<file path="src/rtl/psu_pkg.sv">
// ----------------------------------------------------------------------------
// psu_pkg
// Shared types, character codes and helpers for the PDF string decoder.
// ----------------------------------------------------------------------------
package psu_pkg;

    // Output queue geometry
    localparam int FIFO_DEPTH = 4;
    localparam int FIFO_AW    = $clog2(FIFO_DEPTH);

    // Character codes
    localparam logic [7:0] CH_N   = 8'h6E;  // 'n'
    localparam logic [7:0] CH_R   = 8'h72;  // 'r'
    localparam logic [7:0] CH_T   = 8'h74;  // 't'
    localparam logic [7:0] CH_B   = 8'h62;  // 'b'
    localparam logic [7:0] CH_F   = 8'h66;  // 'f'
    localparam logic [7:0] CH_LF  = 8'h0A;
    localparam logic [7:0] CH_CR  = 8'h0D;
    localparam logic [7:0] CH_TAB = 8'h09;
    localparam logic [7:0] CH_BS  = 8'h08;
    localparam logic [7:0] CH_FF  = 8'h0C;
    localparam logic [7:0] CH_BSL = 8'h5C;  // backslash

    // One result item
    typedef struct packed {
        logic [7:0] data;
        logic       valid;
        logic       last;
        logic       bad;
    } res_t;

    // Decoder output for one input item: up to two results
    typedef struct packed {
        res_t       r1;
        res_t       r0;
        logic [1:0] cnt;
    } dec_out_t;

    function automatic logic is_oct(input logic [7:0] c);
        return (c >= 8'h30) && (c <= 8'h37);
    endfunction

    // Returns {bad, nibble}; a non-hex character gives nibble zero, bad set
    function automatic logic [4:0] hex_val(input logic [7:0] c);
        logic [4:0] v;
        if ((c >= 8'h30) && (c <= 8'h39))
            v = {1'b0, c[3:0]};
        else if (((c >= 8'h41) && (c <= 8'h46)) || ((c >= 8'h61) && (c <= 8'h66)))
            v = {1'b0, 4'(c[3:0] + 4'd9)};
        else
            v = {1'b1, 4'h0};
        return v;
    endfunction

endpackage

</file>
<file path="src/rtl/psu_decode.sv">
// ----------------------------------------------------------------------------
// psu_decode
// Escape/octal/hex state and per-byte decode; state advances on fire.
// ----------------------------------------------------------------------------
module psu_decode
    import psu_pkg::*;
(
    input  logic       clk,
    input  logic       rst_n,
    input  logic       fire,
    input  logic [7:0] src_byte,
    input  logic       hex_format,
    input  logic       end_of_string,
    output dec_out_t   dec
);

    logic       esc_reg,  esc_next;
    logic [1:0] ol_reg,   ol_next;
    logic [7:0] hb_reg,   hb_next;
    logic       hv_reg,   hv_next;
    logic [3:0] hn_reg,   hn_next;
    logic       np_reg,   np_next;
    logic       hbad_reg, hbad_next;

    res_t       res [2];
    logic [1:0] cnt;
    logic [4:0] hx;
    logic [7:0] oct_acc;

    assign hx      = hex_val(src_byte);
    assign oct_acc = {hb_reg[4:0], src_byte[2:0]};

    always_comb
    begin
        esc_next  = esc_reg;
        ol_next   = ol_reg;
        hb_next   = hb_reg;
        hv_next   = hv_reg;
        hn_next   = hn_reg;
        np_next   = np_reg;
        hbad_next = hbad_reg;
        res[0]    = '0;
        res[1]    = '0;
        cnt       = 2'd0;

        if (hex_format)
        begin
            if (!np_reg)
            begin
                hn_next   = hx[3:0];
                hbad_next = hx[4];
                np_next   = 1'b1;
            end
            else
            begin
                res[0]    = '{data: {hn_reg, hx[3:0]}, valid: 1'b1, last: 1'b0,
                              bad: hbad_reg | hx[4]};
                cnt       = 2'd1;
                np_next   = 1'b0;
                hn_next   = 4'h0;
                hbad_next = 1'b0;
            end
        end
        else if (esc_reg)
        begin
            esc_next = 1'b0;
            case (src_byte) inside
                CH_N: begin res[0] = '{CH_LF,  1'b1, 1'b0, 1'b0}; cnt = 2'd1; end
                CH_R: begin res[0] = '{CH_CR,  1'b1, 1'b0, 1'b0}; cnt = 2'd1; end
                CH_T: begin res[0] = '{CH_TAB, 1'b1, 1'b0, 1'b0}; cnt = 2'd1; end
                CH_B: begin res[0] = '{CH_BS,  1'b1, 1'b0, 1'b0}; cnt = 2'd1; end
                CH_F: begin res[0] = '{CH_FF,  1'b1, 1'b0, 1'b0}; cnt = 2'd1; end
                CH_LF, CH_CR: ;  // escaped line break is dropped
                default:
                begin
                    if (is_oct(src_byte))
                    begin
                        hb_next = {5'b0, src_byte[2:0]};
                        hv_next = 1'b1;
                        ol_next = 2'd2;
                    end
                    else
                    begin
                        res[0] = '{src_byte, 1'b1, 1'b0, 1'b0};
                        cnt    = 2'd1;
                    end
                end
            endcase
        end
        else if (hv_reg && (ol_reg != 2'd0) && is_oct(src_byte))
        begin
            // continue octal run
            ol_next = 2'(ol_reg - 2'd1);
            if (ol_reg == 2'd1)
            begin
                res[0]  = '{oct_acc, 1'b1, 1'b0, 1'b0};
                cnt     = 2'd1;
                hv_next = 1'b0;
                hb_next = 8'h00;
            end
            else
            begin
                hb_next = oct_acc;
            end
        end
        else
        begin
            // plain byte or backslash; a held octal byte is flushed first
            if (hv_reg)
            begin
                res[0]  = '{hb_reg, 1'b1, 1'b0, 1'b0};
                cnt     = 2'd1;
                hv_next = 1'b0;
                hb_next = 8'h00;
                ol_next = 2'd0;
            end
            if (src_byte == CH_BSL)
                esc_next = 1'b1;
            else
            begin
                res[cnt[0]] = '{src_byte, 1'b1, 1'b0, 1'b0};
                cnt         = 2'(cnt + 2'd1);
            end
        end

        if (end_of_string)
        begin
            if (hex_format && np_next)
            begin
                res[cnt[0]] = '{{hn_next, 4'h0}, 1'b1, 1'b0, hbad_next};
                cnt         = 2'(cnt + 2'd1);
            end
            else if (!hex_format && hv_next)
            begin
                res[cnt[0]] = '{hb_next, 1'b1, 1'b0, 1'b0};
                cnt         = 2'(cnt + 2'd1);
            end
            if (cnt == 2'd0)
            begin
                res[0] = '0;  // bare end marker
                cnt    = 2'd1;
            end
            if (cnt == 2'd2)
                res[1].last = 1'b1;
            else
                res[0].last = 1'b1;
            esc_next  = 1'b0;
            ol_next   = 2'd0;
            hb_next   = 8'h00;
            hv_next   = 1'b0;
            hn_next   = 4'h0;
            np_next   = 1'b0;
            hbad_next = 1'b0;
        end
    end

    assign dec = '{r1: res[1], r0: res[0], cnt: cnt};

    always_ff @(posedge clk or negedge rst_n)
    begin
        if (!rst_n)
        begin
            esc_reg  <= 1'b0;
            ol_reg   <= 2'd0;
            hb_reg   <= 8'h00;
            hv_reg   <= 1'b0;
            hn_reg   <= 4'h0;
            np_reg   <= 1'b0;
            hbad_reg <= 1'b0;
        end
        else if (fire)
        begin
            esc_reg  <= esc_next;
            ol_reg   <= ol_next;
            hb_reg   <= hb_next;
            hv_reg   <= hv_next;
            hn_reg   <= hn_next;
            np_reg   <= np_next;
            hbad_reg <= hbad_next;
        end
    end

endmodule

</file>
<file path="src/rtl/psu_out_fifo.sv">
// ----------------------------------------------------------------------------
// psu_out_fifo
// Small result queue; takes up to two results per cycle, gives one while the output is not stalled.
// ----------------------------------------------------------------------------
module psu_out_fifo
    import psu_pkg::*;
(
    input  logic     clk,
    input  logic     rst_n,
    input  dec_out_t push,
    output logic     room,
    output logic     out_valid,
    input  logic     out_stall,
    output res_t     head
);

    res_t               mem_reg [FIFO_DEPTH];
    logic [FIFO_AW-1:0] wr_ptr_reg, wr_ptr_next;
    logic [FIFO_AW-1:0] rd_ptr_reg, rd_ptr_next;
    logic [FIFO_AW:0]   count_reg,  count_next;
    logic               pop;
    logic [FIFO_AW-1:0] wr_ptr_p1;

    assign out_valid = (count_reg != '0);
    assign head      = mem_reg[rd_ptr_reg];
    assign pop       = out_valid && !out_stall;
    assign wr_ptr_p1 = FIFO_AW'(wr_ptr_reg + 1'b1);

    // room for two results, counting this cycle's pop
    assign room = (count_reg <= (FIFO_AW+1)'(FIFO_DEPTH - 2))
               || ((count_reg == (FIFO_AW+1)'(FIFO_DEPTH - 1)) && pop);

    always_comb
    begin
        wr_ptr_next = FIFO_AW'(wr_ptr_reg + FIFO_AW'(push.cnt));
        rd_ptr_next = pop ? FIFO_AW'(rd_ptr_reg + 1'b1) : rd_ptr_reg;
        count_next  = (FIFO_AW+1)'(count_reg + (FIFO_AW+1)'(push.cnt)
                                  - (FIFO_AW+1)'(pop));
    end

    always_ff @(posedge clk or negedge rst_n)
    begin
        if (!rst_n)
        begin
            wr_ptr_reg <= '0;
            rd_ptr_reg <= '0;
            count_reg  <= '0;
        end
        else
        begin
            wr_ptr_reg <= wr_ptr_next;
            rd_ptr_reg <= rd_ptr_next;
            count_reg  <= count_next;
        end
    end

    always_ff @(posedge clk)
    begin
        if (push.cnt != 2'd0)
            mem_reg[wr_ptr_reg] <= push.r0;
        if (push.cnt == 2'd2)
            mem_reg[wr_ptr_p1] <= push.r1;
    end

endmodule

</file>
<file path="src/rtl/pdf_string_unescape.sv">
// ----------------------------------------------------------------------------
// pdf_string_unescape
// PDF literal/hex string body decoder, one source byte per item.
// ----------------------------------------------------------------------------
// Path: an accepted item waits in the input register stage, is decoded when
//   the decoder fires, and its results are registered in the result queue.
// Throughput: one item per cycle while items give at most one result each and
//   results drain; one result leaves per cycle while out_stall is low. Input
//   stalls while the result queue cannot take a worst-case two results.
// Reset: rst_n async, active low; clears escape/octal/hex state, input stage
//   and result queue. No clearing pass is needed.
// ----------------------------------------------------------------------------
module pdf_string_unescape
    import psu_pkg::*;
(
    input  logic       clk,
    input  logic       rst_n,
    // input channel
    input  logic       in_valid,
    output logic       in_stall,
    input  logic [7:0] src_byte,
    input  logic       hex_format,
    input  logic       end_of_string,
    // result channel
    output logic       out_valid,
    input  logic       out_stall,
    output logic [7:0] out_byte,
    output logic       byte_valid,
    output logic       last_of_string,
    output logic       bad_digit
);

    // Input register stage: one item waits here for the decoder.
    logic       in_vld_reg,  in_vld_next;
    logic [7:0] byte_reg;
    logic       hex_reg;
    logic       eos_reg;

    logic       accept;
    logic       fire;
    logic       room;
    dec_out_t   dec;
    dec_out_t   push;
    res_t       head;

    // The decoder fires when the queue can absorb a worst-case two results.
    assign fire     = in_vld_reg && room;
    assign in_stall = in_vld_reg && !room;
    assign accept   = in_valid && !in_stall;

    always_comb
    begin
        if (accept)
            in_vld_next = 1'b1;
        else if (fire)
            in_vld_next = 1'b0;
        else
            in_vld_next = in_vld_reg;
    end

    always_ff @(posedge clk or negedge rst_n)
    begin
        if (!rst_n)
            in_vld_reg <= 1'b0;
        else
            in_vld_reg <= in_vld_next;
    end

    always_ff @(posedge clk)
    begin
        if (accept)
        begin
            byte_reg <= src_byte;
            hex_reg  <= hex_format;
            eos_reg  <= end_of_string;
        end
    end

    // Escape / octal / hex nibble state machine and per-byte decode
    psu_decode u_decode (
        .clk           (clk),
        .rst_n         (rst_n),
        .fire          (fire),
        .src_byte      (byte_reg),
        .hex_format    (hex_reg),
        .end_of_string (eos_reg),
        .dec           (dec)
    );

    // Nothing is pushed unless the decoder fires.
    always_comb
    begin
        push = dec;
        if (!fire)
            push.cnt = 2'd0;
    end

    // Result queue: decouples the output stall from the input stage.
    psu_out_fifo u_out_fifo (
        .clk       (clk),
        .rst_n     (rst_n),
        .push      (push),
        .room      (room),
        .out_valid (out_valid),
        .out_stall (out_stall),
        .head      (head)
    );

    assign out_byte       = head.data;
    assign byte_valid     = head.valid;
    assign last_of_string = head.last;
    assign bad_digit      = head.bad;

endmodule
</file>
<file path="config.mk">
export PLATFORM = sky130hd
export DESIGN_NAME = pdf_string_unescape
export DESIGN_NICKNAME = d
export VERILOG_FILES = /design/src/rtl/psu_pkg.sv /design/src/rtl/psu_decode.sv /design/src/rtl/psu_out_fifo.sv /design/src/rtl/pdf_string_unescape.sv
export SDC_FILE = /design/constraint.sdc
export NUM_CORES = 1
export LEC_CHECK = 0
export ABC_AREA = 1
export ABC_CLOCK_PERIOD_IN_PS = 7000
export BUFFER_PORTS_ARGS = -buffer_cell sky130_fd_sc_hd__buf_2
export CORE_ASPECT_RATIO = 0.75
export CORE_MARGIN = 2
export CORE_UTILIZATION = 60
export DETAILED_ROUTE_END_ITERATION = 16
export GPL_TIMING_DRIVEN = 0
export PLACE_DENSITY = 0.78
export SETUP_SLACK_MARGIN = 0.02
export SLEW_MARGIN = 20
export SYNTH_ARGS = -nofsm -noshare
export SYNTH_HDL_FRONTEND = slang
export SYNTH_SLANG_ARGS = --single-unit
</file>
<file path="constraint.sdc">
create_clock -name clk -period 7 [get_ports clk]
set_clock_uncertainty 0.2 [all_clocks]
set_input_delay 1.4 -clock clk [delete_from_list [all_inputs] [get_ports clk]]
set_output_delay 1.4 -clock clk [all_outputs]
set_load 0.01 [all_outputs]
</file>
Yosys cells after proc, flatten, opt, wreduce, memory -nomap -nowiden
Memory sizes are Yosys's and may differ from the RTL's. Index checks and enable logic that the tools add are counted.

Add/subtract/negate cells: 9. Magnitude comparators: 12. Eq/ne operators: 20. Multiplexer cells: 116. Bitwise gates (word level): 3. Reductions and logical operators: 30.

Operators with widths (count): $mux W11 (22); $mux W8 (13); $mux W22 (4); $bwmux W22 (3); $mux W2 (32); $eq A8 B7 Y1 const B (6); $mux W1 (35); $demux W11 S1 (2); $ne A3 B3 Y1 const B (7); $eq A8 B4 Y1 const B (2); $ge A8 B7 Y1 const B (2); $le A8 B6 Y1 const B (2); $le A8 B7 Y1 const B (2); $logic_and A1 B1 Y1 (15); $mux W4 (3); $mux W5 (2); $reduce_and A10 Y1 (1); $add A2 B1 Y2 const B (4); $ge A8 B6 Y1 const B (1); $reduce_bool A2 Y1 (3); $add A4 B4 Y4 const B (1); $eq A2 B2 Y1 const B (2); $ge A2 B2 Y1 const B (2); $logic_not A1 Y1 (4); other kinds (17) (20).

Bits in registers: 36. Bits in writable memories: 44. Input bits: 14. Output and inout bits: 13. Logic and storage cells: 205. Memories kept: 1.

Memories: u_out_fifo.mem_reg (words 4, width 11, rd ports 1, clocked after Yosys merged registers in 0, write ports 2, line psu_out_fifo.sv:17) `res_t mem_reg [FIFO_DEPTH];`.

Logic depth before layout (Yosys ltp)
Gate-level depths: netlist (run 1).

Depth in word-level cells: 23. Gate-level depth with buffers: 25. Gate-level depth less buffers: 22.

Hierarchy
Synthesis (run 1) repeated with hierarchy kept, for this count alone.

Cell total of the unflattened synthesis: 861. Area, all modules: 5909.4 um^2.

By module, submodules not included: psu_out_fifo (instances 1, cells an instance 351, area an instance 2785.2 um^2, sequential area each 1496.4 um^2); psu_decode (instances 1, cells an instance 487, area an instance 2751.4 um^2, sequential area each 450.4 um^2); pdf_string_unescape (instances 1, cells an instance 23, area an instance 372.9 um^2, sequential area each 325.3 um^2).

Worst setup path before layout (run 1)
Ideal clock, no wire load.

Kind: register -> register. Start point: register byte_reg[0]. End point: register u_out_fifo.count_reg[2]. Arrival time: 3.422 ns. Required time: 6.677 ns. Path slack: 3.256 ns. Cell stages (with the launch flop): 26. Path buffers: 3. Period minus slack after synthesis: 3.744 ns. Cells stage by stage: edfxtp_1 > buf_2 > inv_1 > ha_1 > inv_1 > nor2_1 > nand2_1 > inv_1 > ha_1 > inv_1 > nand2_1 > nand2_1 > nand2_1 > nand3_2 > buf_6 > ha_1 > nand2_4 > nand2_4 > inv_4 > a21oi_4 > buf_6 > inv_2 > ha_1 > inv_1 > fa_1 > xnor2_1.

Word-level cells in the longest chain between the ends: 22. Elaborated cells between the ends (all ways): 46.

RTL lines: from (decl) (line pdf_string_unescape.sv:35) `logic [7:0] byte_reg;`; from (signal assigned) (line pdf_string_unescape.sv:73) `byte_reg <= src_byte;`; $ge A8 B6 Y1 or $le A8 B6 Y1 (tied branches) (line psu_pkg.sv:40) `return (c >= 8'h30) && (c <= 8'h37);`; $logic_and A1 B1 Y1 (line psu_pkg.sv:40); $mux W1 (line psu_decode.sv:76) `if (is_oct(src_byte))`; $mux W2 or $mux W1 (tied branches) (6 in a row) (line psu_decode.sv:67) `case (src_byte) inside`; $mux W2 or $mux W1 (tied branches) (line psu_decode.sv:64) `else if (esc_reg)`; $mux W2 or $mux W1 (tied branches) (line psu_decode.sv:46) `if (hex_format)`; $add A2 B1 Y2 or $logic_and A1 B1 Y1 (tied branches) (line psu_decode.sv:131, psu_decode.sv:136, psu_decode.sv:133); $mux W2 (line psu_decode.sv:133) `else if (!hex_format && hv_next)`; [2 not listed]; $logic_not A2 Y1 (line psu_decode.sv:138) `if (cnt == 2'd0)`; $mux W2 (line psu_decode.sv:138); $mux W2 (line psu_decode.sv:126) `if (end_of_string)`; $mux W2 (*) (line psu_decode.sv:126); $mux W2 (*) (line pdf_string_unescape.sv:94) `if (!fire)`; $add A3 B2 Y3 (*) (line psu_out_fifo.sv:37) `count_next = (FIFO_AW+1)'(count_reg + (FIFO_AW+1)'(push.cnt)`; $sub A3 B1 Y3 (*) (line psu_out_fifo.sv:38) `- (FIFO_AW+1)'(pop));`; via u_out_fifo.count_next[2] (line psu_out_fifo.sv:20) `logic [FIFO_AW:0] count_reg, count_next;`; to (signal assigned) (line psu_out_fifo.sv:53) `count_reg <= count_next;`; to (decl) (line psu_out_fifo.sv:20).

Mark *: on every way through the listed nets, which the timed path passes. The rest lies on a longest branch. The select of a mux whose other input is x is not followed. A chain may end at the register's enable or synchronous reset.

==> results of run 1 <==
kinds of logic after synthesis:
group / after synthesis / synth area share
buf+inv: 129 / 0.09702
fa+ha+maj: 16 / 0.03456
compound gates: 111 / 0.1031
xor+xnor: 6 / 0.008744
flops: 80 / 0.3781
simple gates: 496 / 0.3785
routing by layer:
layer,global-route usage,wire (µm)
met1,0.5439,8065
met2,0.5352,8337
met3,0.1199,2954
met4,0.1314,412
met5,0,0
cells in the final DEF (no fill, tap or decap), types with 8 or more instances in the layout:
| cell | instances |
|---|---|
| buf_2 | 39 |
| nand2_1 | 263 |
| ha_1 | 15 |
| nor2_1 | 70 |
| nor3_1 | 8 |
| clkbuf_1 | 16 |
| o22ai_1 | 25 |
| inv_1 | 76 |
| nand3_1 | 72 |
| a21oi_1 | 23 |
| clkbuf_16 | 9 |
| nand4_1 | 53 |
| o21ai_0 | 52 |
| dfrtp_1 | 26 |
| edfxtp_1 | 54 |
final timing paths:
| kind | end | slack [ns] |
|---|---|---|
| worst max register to register | u_out_fifo.mem_reg[3][2] | 2.16 |
| worst min register to register | in_vld_reg | 0.29 |
| min in group asynchronous | in_vld_reg | 0.91 |
| worst max-delay path | u_out_fifo.mem_reg[3][2] | 2.16 |
| worst min-delay path | in_vld_reg | 0.29 |
| max in group asynchronous | u_decode.hb_reg[1] | 5.22 |
worst max-delay path, stage by stage (launching register included):
cell and delay, ns:
edfxtp_1 0.58, inv_1 0.24, ha_1 0.24, inv_1 0.07
nor2_1 0.04, nand2_1 0.10, clkbuf_1 0.41, ha_1 0.24
nand2_1 0.06, nor2_1 0.46, inv_1 0.09, ha_1 0.34
nand2_4 0.06, nand2_4 0.10, inv_4 0.05, a21oi_4 0.17
buf_6 0.21, inv_2 0.06, nand2_1 0.15, nand2_1 0.07
nand2_1 0.50
metrics by stage:
step	instance area [µm²]	hold slack, ns	cells	total power, µW
global placement	6305	0.2788	996	2167
finish	6594	0.2949	1012	2759
floorplan	6010	0.2602	838	1783
CTS	6594	0.2929	1012	2706
global route	6594	0.3223	1012	2933
detailed placement	6305	0.2789	996	2228
area by class of cell:
| type | count | share of cell area |
|---|---|---|
| Sequential cell | 80 | 0.3446 |
| Multi-Input combinational cell | 629 | 0.4784 |
| Clock buffer | 10 | 0.03472 |
| Buffer | 42 | 0.03833 |
| Clock inverter | 6 | 0.009108 |
| Tap cell | 132 | 0.02505 |
| Timing Repair Buffer | 26 | 0.01973 |
| Inverter | 87 | 0.05009 |
where the power goes:
part           switching [µW]  internal [µW]
logic                    1060            432
registers                83.5            712
clock network             197            275
total                    1340           1420
==> flow_metrics.tcl, run 1 <==
set metrics [dict create \
    outcome "finished, final reports clean" \
    firstDrtPassIters 5 \
    setup_tns_ns 0 \
    place.gp.congestion 1.029 \
    vias 6501 \
    finalNetCount 905 \
    min_path_cells 2 \
    antenna_found_initial 0 \
    cts_sinks 80 \
    cp.arrival_ns 4.62 \
    yosysTopAreaCellShare 0.2698 \
    worstPathMaxFanout 11 \
    worst_pin_slew_ns 1.096 \
    htree_levels 3 \
    synth-edff-count 54 \
    routedWlPerCell_um 19.53 \
    largest_register_ffs 44 \
    ant_nets 0 \
    rsz0062_at_grt "no" \
    leakage_uw 0.003123 \
    ys_seq_elements 80 \
    grt_remaining_overflow 0 \
    synth_cell_types 42 \
    slew_viol_final 0 \
    clockBufferDepth 2 \
    clkLatencyLatePin_ns 0.34 \
    seq_area_mm2 0.002272 \
    critPathLaunch "byte_reg[1]" \
    fin_ws_ns 2.156 \
    totalWireLength_mm 19.77 \
    drc_errors 0 \
    grt_first_pass_wirelength_mm 31.42 \
    portBuffers 26 \
    post_cts_resized 0 \
    drive_above_1_share 0.1182 \
    first_global_vias 6038 \
    ios 27 \
    core_mm2 0.009697 \
    ctsHoldBuffers 0 \
    netlist_area_mm2 0.006010 \
    start_kind "register" \
    vias_per_cell 6.424 \
    min_period_ns 4.844 \
    setup_viol 0 \
    p_per_area_mw_per_mm2 418.5 \
    ys_top_cells_by_area "edfxtp_1 27%, nand2_1 16%, dfrtp_1 11%, nand3_1 6.0%, nand4_1 5.5%" \
    die_w_um 119.6 \
    track_usage 0.3777 \
    pre_cts_slack_ns 2.395 \
    area_delta_synth_final_pct 9.723 \
    post_synth.cell_area_avg_um2 7.171 \
    ir_drop_mv 0.3231 \
    critPathKind "register to register" \
    ys.flop_type "edfxtp_1" \
    fp.dieH_um 90.67 \
    grt_max_degree 27 \
    start_util 0.6197 \
    drt_iter0_drc 907 \
    num_antenna_cells 0 \
    fmax_ghz 0.2064 \
    syn_inst 838 \
    cts_made_buffers 9 \
    yosysTopAreaCell "edfxtp_1" \
    hold_violations 0 \
    hold_path_class "register to register" \
    yosysMostFrequentCell "nand2_1" \
    cp.required_ns 6.77 \
    synth_nets 868 \
    r2r-start "byte_reg[1]" \
    cts_tree "yes" \
    min_period_over_period 0.6920 \
    n_fill_cell 864 \
    rows 31 \
    ys_warn_count 0 \
    dp_hpwl_mm 14.79 \
    clock-root-buffer "clkbuf_16" \
    final_core_util 0.6800 \
    synthTopCellsByCount "263 x nand2_1, 76 x inv_1, 72 x nand3_1, 70 x nor2_1, 54 x edfxtp_1" \
    cts_setup_buffers 0 \
    drv_cap 0 \
    fp.dieArea_mm2 0.01084 \
    r2r_cells 20 \
    clk_pin_slew_ns 0.06 \
    yosysSeqAreaShare 0.3781 \
    ys_async_sr_fraction 0.3250 \
    hp-start "in_vld_reg" \
    relSlewSlack 0.2603 \
    multi_input_area_mm2 0.003154 \
    cp-end-kind "register" \
]
Note: power is estimated with default switching activity, not from simulation.
==> inputs of run 2 (changes only) <==
Settings changed: ABC_CLOCK_PERIOD_IN_PS 7000 to 4180, CORE_UTILIZATION 60 to 57.
Clock period 7 ns to 4.18 ns, I/O delays scaled along.
==> flow_metrics.tcl, run 2 (synthesis gave the netlist of run 1 again) <==
set metrics [dict create \
    outcome "finished, final reports clean" \
    leakage_uw 0.003180 \
    ctsHoldBuffers 0 \
    cts_sinks 80 \
    cts_made_buffers 9 \
    clk_pin_slew_ns 0.06 \
    drv_cap 0 \
    hp-start "in_vld_reg" \
    clockBufferDepth 2 \
    final_area_mm2 0.006743 \
    seq_area_mm2 0.002272 \
    switchingPower_uw 2248 \
    fmax_ghz 0.2518 \
    start_util 0.5840 \
    hold_violations 0 \
    clock-root-buffer "clkbuf_16" \
    start_kind "register" \
    num_antenna_cells 0 \
    r2r_slack_ns 0.21 \
    p_per_area_mw_per_mm2 694.4 \
    cp.arrival_ns 4.00 \
    rows 32 \
    pwr-share-seq 0.283 \
    setup_tns_ns 0 \
    pwr-share-comb 0.548 \
    min_period_over_period 0.9501 \
    wirelength_met1_mm 8.398 \
    wl_met2_mm 7.735 \
    dr.max_layer_used "met4" \
    grt_remaining_overflow 0 \
    multi_input_area_mm2 0.003182 \
    critPathKind "register to register" \
    dpl_cell_area_mm2 0.006310 \
    clkPwrFrac 0.170 \
    r2r_cells 22 \
    fp.dieArea_mm2 0.01139 \
    slew_viol_final 0 \
    routedWlPerCell_um 18.64 \
    largest_register_ffs 44 \
    area_delta_synth_final_pct 12.20 \
    cts_tree "yes" \
    core_mm2 0.01029 \
    track_usage 0.3520 \
    vias 6293 \
    grt_max_degree 27 \
    cp.required_ns 4.21 \
    grt_first_pass_wirelength_mm 29.97 \
    setup_viol 0 \
    first_global_vias 5679 \
    dp_hpwl_mm 14.59 \
    fp.dieH_um 92.92 \
    holdWs_ns 0.2880 \
    worst_hold_path.endpoint "in_vld_reg" \
    ant_nets 0 \
    final_common_cell "nand2_1" \
    min_period_ns 3.972 \
    reg2reg_to "u_out_fifo.count_reg[2]" \
    ios 27 \
    final_cell_mix "260 x nand2_1, 74 x inv_1, 72 x nand3_1, 69 x nor2_1, 54 x edfxtp_1" \
    antenna_found_initial 0 \
    drt_iter0_drc 837 \
    hold_path_class "register to register" \
    r2r-start "byte_reg[0]" \
    relSlewSlack 0.3305 \
    worst_pin_slew_ns 0.9916 \
    firstDrtPassIters 6 \
    clkLatencyLatePin_ns 0.35 \
    p_int_uw 2434 \
    vias_per_cell 6.122 \
    totalWireLength_mm 19.17 \
    ir_drop_mv 0.4878 \
    netSwitchingFraction 0.4801 \
    min_path_cells 2 \
    die_w_um 122.6 \
    place.gp.congestion 0.9836 \
    portBuffers 26 \
    worstPathMaxFanout 10 \
    n_fill_cell 909 \
    drive_above_1_share 0.1401 \
    cp-end-kind "register" \
    dr_wl_met3_mm 2.745 \
    finalNetCount 917 \
    htree_levels 3 \
    drc_errors 0 \
]
==> run 2: cell count changes in the layout (fill, tap and decap cells not counted), sizes merged <==
cell / change
buf: +12
clkinv: -1
clkbuf: -1
clkinvlp: +2
==> run 2: timing repair <==
item	4_1_cts	5_1_grt
gates resized for setup	6	7
setup endpoints to repair	47	47
pin swaps	0	1
buffers inserted	2	10
==> run 2: area by class of cell <==
class,instances,share of cell area
Clock inverter,7,0.01058
Clock buffer,9,0.03340
Inverter,87,0.04955
Timing Repair Buffer,38,0.03266
Sequential cell,80,0.3370
Multi-Input combinational cell,629,0.4719
Tap cell,136,0.02524
Buffer,42,0.03971
==> run 2: metrics by stage <==
step / total power, µW / instances / worst slack (ns) / utilization
6_report: 4682 / 1028 / 0.2084 / 0.6553
5_1_grt: 4996 / 1028 / -0.02151 / 0.6553
4_1_cts: 4533 / 1018 / 0.05470 / 0.6451
3_5_place_dp: 3727 / 1000 / -0.3571 / 0.6132
3_3_place_gp: 3667 / 1000 / -0.2708 / 0.6132
2_1_floorplan: 2986 / 838 / 0.4360 / -
==> run 2: how the worst max path moves through the flow <==
stage | from | endpoint | slack [ns] | depth (start not counted)
floorplan | byte_reg[0] | u_out_fifo.count_reg[2] | 0.44 | 25
global placement | byte_reg[0] | u_out_fifo.mem_reg[3][5] | -0.27 | 21
detailed placement | byte_reg[0] | u_out_fifo.mem_reg[3][8] | -0.36 | 21
CTS | byte_reg[0] | u_out_fifo.count_reg[2] | 0.05 | 25
global route | byte_reg[0] | u_out_fifo.count_reg[2] | -0.02 | 22
finish | byte_reg[0] | u_out_fifo.count_reg[2] | 0.21 | 22
==> run 2: power groups by stage <==
stage	registers [µW]	logic (µW)	clock network [µW]
2_1_floorplan	1290	1690	0
3_3_place_gp	1330	2340	0
3_5_place_dp	1340	2390	0
4_1_cts	1320	2420	796
5_1_grt	1340	2830	823
6_report	1320	2560	794
==> run 2: routing by layer <==
layer  global-route usage  vias up
li1                     -     2912
met2               0.4819      453
met1               0.5376     2896
met4               0.1025        0
met5                    0        -
met3              0.09483       32
==> run 2: worst max-delay path: stages (launching register included) <==
cell,delay (ns)
edfxtp_1,0.38
buf_6,0.13
clkinvlp_4,0.10
ha_1,0.20
inv_1,0.07
nor2_1,0.04
nand2_1,0.12
clkbuf_2,0.25
ha_1,0.20
nand2_1,0.09
nor2_4,0.22
inv_1,0.10
ha_4,0.28
nand2_4,0.05
nand2_4,0.10
nand4_2,0.10
nand2_2,0.14
buf_6,0.14
buf_6,0.14
inv_1,0.07
ha_1,0.21
fa_1,0.38
xnor2_1,0.14
==> inputs of run 3 (changes only) <==
Settings changed: CORE_ASPECT_RATIO 0.75 to 1.2.
==> flow_metrics.tcl, run 3 (synthesis gave the netlist of run 1 again) <==
set metrics [dict create \
    outcome "finished, final reports clean" \
    drt_iter0_drc 446 \
    ant_nets 0 \
    place.gp.congestion 1.002 \
    fmax_ghz 0.2508 \
    num_antenna_cells 0 \
    drive_above_1_share 0.1319 \
    r2r-start "byte_reg[0]" \
    final_cell_mix "261 x nand2_1, 73 x inv_1, 72 x nand3_1, 69 x nor2_1, 54 x edfxtp_1" \
    cp-end-kind "register" \
    portBuffers 26 \
    clock-root-buffer "clkbuf_16" \
    dp_hpwl_mm 14.21 \
    ir_drop_mv 0.3231 \
    cts_tree "yes" \
    area_delta_synth_final_pct 12.01 \
    largest_register_ffs 44 \
    die_w_um 97.73 \
    cp.arrival_ns 4.02 \
    fp.dieH_um 116.5 \
    drv_cap 0 \
    fp.dieArea_mm2 0.01138 \
    worst_pin_slew_ns 0.9666 \
    hold_violations 0 \
    firstDrtPassIters 5 \
    rows 41 \
    setup_viol 0 \
    ios 27 \
    final_area_mm2 0.006731 \
    start_util 0.5771 \
    htree_levels 3 \
    relSlewSlack 0.3532 \
    worstPathMaxFanout 10 \
    final_core_util 0.6464 \
    antenna_found_initial 0 \
    grt_remaining_overflow 0 \
    min_period_over_period 0.9537 \
    p_per_area_mw_per_mm2 691.0 \
    vias_per_cell 5.938 \
    dpl_cell_area_mm2 0.006301 \
    track_usage 0.3262 \
    vias 6033 \
    cp.required_ns 4.22 \
    rsz0062_at_grt "no" \
    grt_first_pass_wirelength_mm 28.86 \
    cts_made_buffers 9 \
    leakage_uw 0.003181 \
    clockBufferDepth 2 \
    slew_viol_final 0 \
    clkLatencyLatePin_ns 0.35 \
    min_period_ns 3.987 \
    routedWlPerCell_um 17.94 \
    first_global_vias 5821 \
    clk_pin_slew_ns 0.06 \
    r2r_slack_ns 0.19 \
    final_common_cell "nand2_1" \
    grt_max_degree 27 \
    critPathLaunch "byte_reg[0]" \
    hold_path_class "register to register" \
    totalWireLength_mm 18.23 \
    ctsHoldBuffers 0 \
    critPathKind "register to register" \
    start_kind "register" \
    cts_sinks 80 \
    finalNetCount 912 \
    core_mm2 0.01041 \
    drc_errors 0 \
    hp-start "in_vld_reg" \
]
## run 3: cell types whose count changed in the layout (fill, tap and decap cells not counted), sizes merged
| cell | before | now |
|---|---|---|
| bufinv | 1 | 3 |
| clkinvlp | 3 | 1 |
| clkbuf | 24 | 25 |
| clkinv | 7 | 6 |
| buf | 65 | 60 |
## run 3: layout make-up
type	count	area (µm²)
repair buffers	33	182.7
fillers	937	3682
multi-input cells	629	3176
clock inverters	6	106.4
well taps	129	161.4
flip-flops and latches	80	2272
clock buffers	10	229.0
plain buffers	42	270.3
inverters	87	334.1
## run 3: power breakdown
group          total, µW  internal, µW  switching, µW
combinational       2430           754           1680
sequential          1320          1190            130
clock                900           582            319
## run 3: what timing repair did
item                       CTS  global route
buffers inserted             1             6
resized for setup            5             9
setup endpoints to repair   47            47
pin swaps                    0             2
gates cloned                 0             0
## run 3: stage by stage
stage | std cells | setup slack, ns | power [µW] | hold WS, ns | TNS, ns
after floorplan | 838 | 0.4360 | 2986 | 0.2602 | 0
after global placement | 993 | -0.2829 | 3592 | 0.2735 | -9.700
final | 1016 | 0.1934 | 4651 | 0.2969 | 0
after detailed placement | 993 | -0.3843 | 3665 | 0.2851 | -14.55
after CTS | 1010 | 0.02590 | 4571 | 0.3014 | 0
after global routing | 1016 | 0.01191 | 4959 | 0.3427 | 0
## run 3: critical path, stage by stage, from the launching register on
cell,delay (ns)
edfxtp_1,0.36
buf_6,0.11
clkinvlp_4,0.11
ha_1,0.21
inv_1,0.07
nor2_1,0.05
nand2_1,0.11
inv_2,0.10
ha_1,0.28
inv_1,0.05
nand2_1,0.05
nand2_1,0.05
nand2_1,0.08
nand3_2,0.09
buf_6,0.17
ha_1,0.32
nand2_4,0.06
nand2_4,0.11
nand4_4,0.11
nand2_4,0.11
buf_6,0.14
buf_6,0.15
inv_1,0.08
ha_1,0.21
fa_1,0.37
xnor2_1,0.13
## run 3: path summary, 6_finish.rpt
| check | end | cells after the start |
|---|---|---|
| hold / removal | in_vld_reg | 2 |
| hold reg to reg | in_vld_reg | 2 |
| min in group asynchronous | u_decode.hb_reg[3] | 1 |
| setup reg to reg | u_out_fifo.count_reg[2] | 25 |
| setup / recovery | u_out_fifo.count_reg[2] | 25 |
| max in group asynchronous | u_decode.hn_reg[3] | 1 |
## run 3: layer usage
layer  routed length [µm]  GRT usage  up-vias
li1                     -          -     2899
met1                 6555     0.3477     2728
met2                 9346     0.6009      316
met3                 1189    0.04369       90
met4                 1137     0.2287        0
met5                    0          0        -
